===== src/rtl/core/cht_pkg.sv =====
// Package for the chained hash table unit: sizes, operation and status codes,
// controller states, command and status structs, and the bucket hash. No dependencies.
package cht_pkg;
  localparam int unsigned Buckets = 256;
  localparam int unsigned Nodes = 256;
  localparam int unsigned KeyBits = 32;
  localparam int unsigned BktW = $clog2(Buckets);
  localparam int unsigned NodeW = $clog2(Nodes);
  localparam int unsigned LinkW = $clog2(Nodes + 1);
  localparam logic [LinkW-1:0] LinkNull = LinkW'(Nodes);

  typedef enum logic [1:0] {
    FuncInsert = 2'd0,
    FuncFind   = 2'd1,
    FuncRemove = 2'd2,
    FuncNone   = 2'd3
  } func_e;

  typedef enum logic [1:0] {
    StatDone     = 2'd0,
    StatNotFound = 2'd1,
    StatFull     = 2'd2
  } status_e;

  typedef enum logic [2:0] {
    StIdle,
    StHead,
    StRead,
    StCmp,
    StFin
  } state_e;

  // Controller to datapath.
  typedef struct packed {
    logic load;     // capture request
    logic rd_head;  // read bucket head
    logic rd_node;  // read current node
    logic step;     // advance to next node
    logic finish;   // apply update and emit result
  } cmd_t;

  // Datapath to controller.
  typedef struct packed {
    logic cur_null;
    logic hit;
    logic steps_done;
  } stat_t;

  function automatic logic [BktW-1:0] bucket_of(logic [KeyBits-1:0] k);
    logic [63:0] kk;
    logic [15:0] f;
    kk = 64'(k);
    f = kk[15:0] ^ kk[31:16] ^ kk[47:32] ^ kk[63:48];
    return BktW'(32'(f) % Buckets);
  endfunction
endpackage


===== src/rtl/core/cht_ctrl.sv =====
// Controller state machine for the chained hash table unit.
// Depends on cht_pkg.
module cht_ctrl import cht_pkg::*; (
  input  logic  clk_i,
  input  logic  rst_ni,
  input  logic  start_i,
  input  stat_t stat_i,
  output cmd_t  cmd_o,
  output logic  busy_o
);
  state_e state_q, state_d;

  always_ff @(posedge clk_i or negedge rst_ni) begin
    if (!rst_ni) state_q <= StIdle;
    else state_q <= state_d;
  end

  always_comb begin
    state_d = state_q;
    unique case (state_q)
      StIdle: if (start_i) state_d = StHead;
      StHead: state_d = StRead;
      StRead: state_d = StCmp;
      StCmp: begin
        if (stat_i.cur_null || stat_i.hit || stat_i.steps_done) state_d = StFin;
        else state_d = StRead;
      end
      StFin: state_d = StIdle;
      default: state_d = StIdle;
    endcase
  end

  always_comb begin
    cmd_o = '0;
    busy_o = (state_q != StIdle);
    unique case (state_q)
      StIdle: cmd_o.load = start_i;
      StHead: cmd_o.rd_head = 1'b1;
      StRead: cmd_o.rd_node = 1'b1;
      StCmp: cmd_o.step = !(stat_i.cur_null || stat_i.hit || stat_i.steps_done);
      StFin: cmd_o.finish = 1'b1;
      default: ;
    endcase
  end
endmodule


===== config.mk =====
export PLATFORM = sky130hd
export DESIGN_NAME = cht_ctrl
export DESIGN_NICKNAME = d
export VERILOG_FILES = /design/src/rtl/core/cht_pkg.sv /design/src/rtl/core/cht_ctrl.sv
export SDC_FILE = /design/constraint.sdc
export NUM_CORES = 1
export LEC_CHECK = 0
export ABC_CLOCK_PERIOD_IN_PS = 3300
export BUFFER_PORTS_ARGS = -buffer_cell sky130_fd_sc_hd__buf_2
export CAP_MARGIN = 20
export CORE_AREA = 2 2 39 41
export DETAILED_ROUTE_END_ITERATION = 10
export DIE_AREA = 0 0 41 43
export RECOVER_POWER = 100
export SETUP_SLACK_MARGIN = 0.3
export SLEW_MARGIN = 20
export SYNTH_ARGS = -nofsm -noshare
export SYNTH_HDL_FRONTEND = slang
export SYNTH_SLANG_ARGS = --single-unit
export TNS_END_PERCENT = 1

===== constraint.sdc =====
create_clock -name clk_i -period 3.3 [get_ports clk_i]
set_input_delay 0.66 -clock clk_i [delete_from_list [all_inputs] [get_ports clk_i]]
set_output_delay 0.66 -clock clk_i [all_outputs]
set_load 0.005 [all_outputs]

; ---- Word level (Yosys, flattened, before mapping)
; Index checks and enable logic that the tools add are counted.
[classes]
n_reduce_logical = 5
n_eq_ne = 5
muxes = 8
[ops]
columns = op, count
row1 = $pmux W3 S4, 1
row2 = $eq A3 B2 Y1 const B, 2
row3 = $mux W3, 2
row4 = $mux W1, 5
row5 = $eq A3 B1 Y1 const B, 1
row6 = $eq A3 B3 Y1 const B, 1
row7 = $logic_not A3 Y1, 1
row8 = $reduce_bool A3 Y1, 1
row9 = $logic_or A1 B1 Y1, 2
row10 = $ne A2 B2 Y1 const B, 1
row11 = $logic_not A1 Y1, 1
[totals]
out_inout_bits = 6
input_bits = 6
regBits = 3

; ---- Logic depth before layout (Yosys ltp)
[logic_depth]
depth_word = 4
ltp_mapped = 2

; ---- Worst setup path after synthesis
; No wires, ideal clock.
[synth_timing]
path_kind = input to output
from = input port stat_i[1] in the netlist's numbering
to = output port cmd_o[1] in the netlist's numbering
arrival_ns = 1.204
stages = 2
n_path_buf = 0
slack_ns = 1.436
t_required_ns = 2.640
cell_sequence = or3_4 nor3_1
[synth_rtl]
columns = item, line
row1 = start: declaration, cht_ctrl.sv:7  ; input stat_t stat_i,
row2 = end: declaration, cht_ctrl.sv:8  ; output cmd_t cmd_o,

==> run metrics <==
CP Class input port to primary output; slowest CP cell or3_1; Cell variety after synth 10; layout cells sized above 1 0.281; startpoint class of the critical path input port; register share of total power 0.387; Root Buffer Master clkbuf_4; largest reg by FF count state_q; register area share after synthesis 0.444; most common cell after layout, fill and taps aside clkbuf_1; Initial Util 0.122; Synth Area in XOR/XNOR 0; grt total ovfl 0; Placer Congestion 0.633; Via Count 176; Final Slew Violations 0; CORE AREA 0.00138 mm²; CTS resizes 0; Setup crit start stat_i[1]; fmax 482 MHz; Sw Ratio 0.372; CTS Buf Count 3; mux contribution to synthesized area 0; Final ANT Viol Nets 0; Worst setup EP type primary output; crit-path leading delay family simple AND/OR/NAND/NOR gates; commonest cells after routing, fill and taps aside 7 x clkbuf_1, 5 x buf_2, 4 x nor3b_1; routed wire length 392 µm; vias in the first global route 168; Port Buf Inserts 11; Worst EP required 2.64 ns; Fin. Hold Viols 0; Critical Path Max Stage Delay 0.39 ns; Setup Buffers After CTS 0; largest net degree at the start of global routing 9; wire length per cell 8.17 µm; Worst Tran Pin Value 0.227 ns; initial antenna violation count 0; DP Worst Slack 1.24 ns; Lkg Pwr 0.104 nW; row count 14; Placed Instances 44; Buf/Inv on CP 2; DR vias/cell 3.67; drt pass-1 iters 2; final setup violation count 0; drt initial violations 4; chip width 41 µm; critical-path maximum fanout 3; CTS max path bufs 2; Mapped Cells 17; mapped cell area 169 µm²; ANT cells 0; Fin Clk Skew 0.00274 ns; Layout area overhead 49.6%; Clk network pwr share 0.277; # hold bufs at CTS 0; Pint 143 µW; IO Pins 12; total die area 0.00176 mm²; RSZ-0062 raised after global routing false; clk slew on worst S/H paths 0.04 ns; Switch Pwr 84.7 µW; Worst EP arrival 1.42 ns; YS warnings 0; Final Cycle Share 0.629; simple-gate area share of the yosys netlist 0.452; Fillers 168; Final Non-Filler Cells 48; main combinational cell family by area after synthesis simple AND/OR/NAND/NOR gates; Post-Syn Nets 23; area share of fa/ha/maj cells after synthesis 0; compound-cell area share of the yosys netlist 0.0815; Comb power frac 0.336; CTS tree built; worst hold path type input port to async pin; mean post-synth cell area 9.94 µm²; outcome finished, final reports clean; first-pass GRT wire length 634 µm; Slew HR 0.849; Post-layout nets 39; VDD IR max 0.000136 V; Final min period 2.08 ns; r2r startpoint state_q[1]; clock sinks 3; floorplan die height 43 µm; biggest regs state_q (3); Setup TNS Final 0 ns; Max Cap Viol 0; synthesized flop and latch total 3; flip-flop count of the largest register after layout 3; worst path cell trace buf_2 > or3_1 > nor3_1 > clkbuf_1; gr usage total 0.0663; H-tree levels 1; Cell Pwr Density 900 mW/mm²; # DRC 0; later-pin clock latency in the skew report 0.23 ns; Worst Slack Setup Final 1.22 ns
[metal layers]
layer  up-vias  part of all wire  GRT usage  wire [µm]
met5         -                 0          0          0
met4         0                 0      0.120          0
met3         0              0.10     0.0524         40
met2         8              0.47     0.0656        184
met1        77              0.43     0.0548        167
li1         91                 -          -          -
[cells in the mapped netlist]
library cell  n  area (µm²)
or3_4         2        22.5
nor2_2        1        6.26
nor3_1        2        10.0
inv_1         1        3.75
a31oi_1       1        6.26
o21bai_1      1        7.51
nor3b_1       4        30.0
dfrtp_1       3        75.1
nor2_1        1        3.75
nand2_1       1        3.75
[worst reg2reg max path: stages, from the launching register on]
cell and delay [ns]:
dfrtp_1 0.45, nand2_1 0.10, nor3b_1 0.20
[path summary, 6_finish.rpt]
check	end	slack, ns	cells past startpoint
setup / recovery	cmd_o[1]	1.22	4
hold / removal	state_q[1]	0.23	1
setup reg to reg	state_q[2]	2.45	2
hold reg to reg	state_q[0]	0.56	1
max in group asynchronous	state_q[2]	2.92	1
min in group clk_i	state_q[0]	0.56	1
[kinds of logic after synthesis]
| logic type | count (synthesis) |
|---|---|
| DFF | 3 |
| buffers and inverters | 1 |
| AOI/OAI and AO/OA | 2 |
| and+or+nand+nor | 11 |
[power groups by stage]
stage                     Combinational [mW]  Clock, mW  Sequential (mW)
after global placement                0.0873          0           0.0891
final                                 0.0765     0.0630           0.0880
after global routing                  0.0891     0.0691           0.0948
after detailed placement              0.0887          0           0.0901
after CTS                             0.0890     0.0659           0.0897
after floorplan                       0.0573          0           0.0806
[layout make-up]
cell class	instances	area (µm²)	area share
inverter	1	3.75	0.0149
clock buffer	4	26.3	0.104
multi-input combinational	13	80.1	0.317
sequential	3	75.1	0.297
tap	16	20.0	0.0792
timing repair buffer	11	47.5	0.188
[metrics by stage]
stage	hold WS, ns	power [mW]	utilization	cell area, µm²
4_1_cts	0.211	0.245	0.195	270
2_1_floorplan	0.364	0.138	-	169
3_5_place_dp	0.459	0.179	0.176	244
5_1_grt	0.247	0.253	0.183	253
3_3_place_gp	0.456	0.176	0.176	244
6_report	0.228	0.228	0.183	253
(Power assumes the default switching activity.)
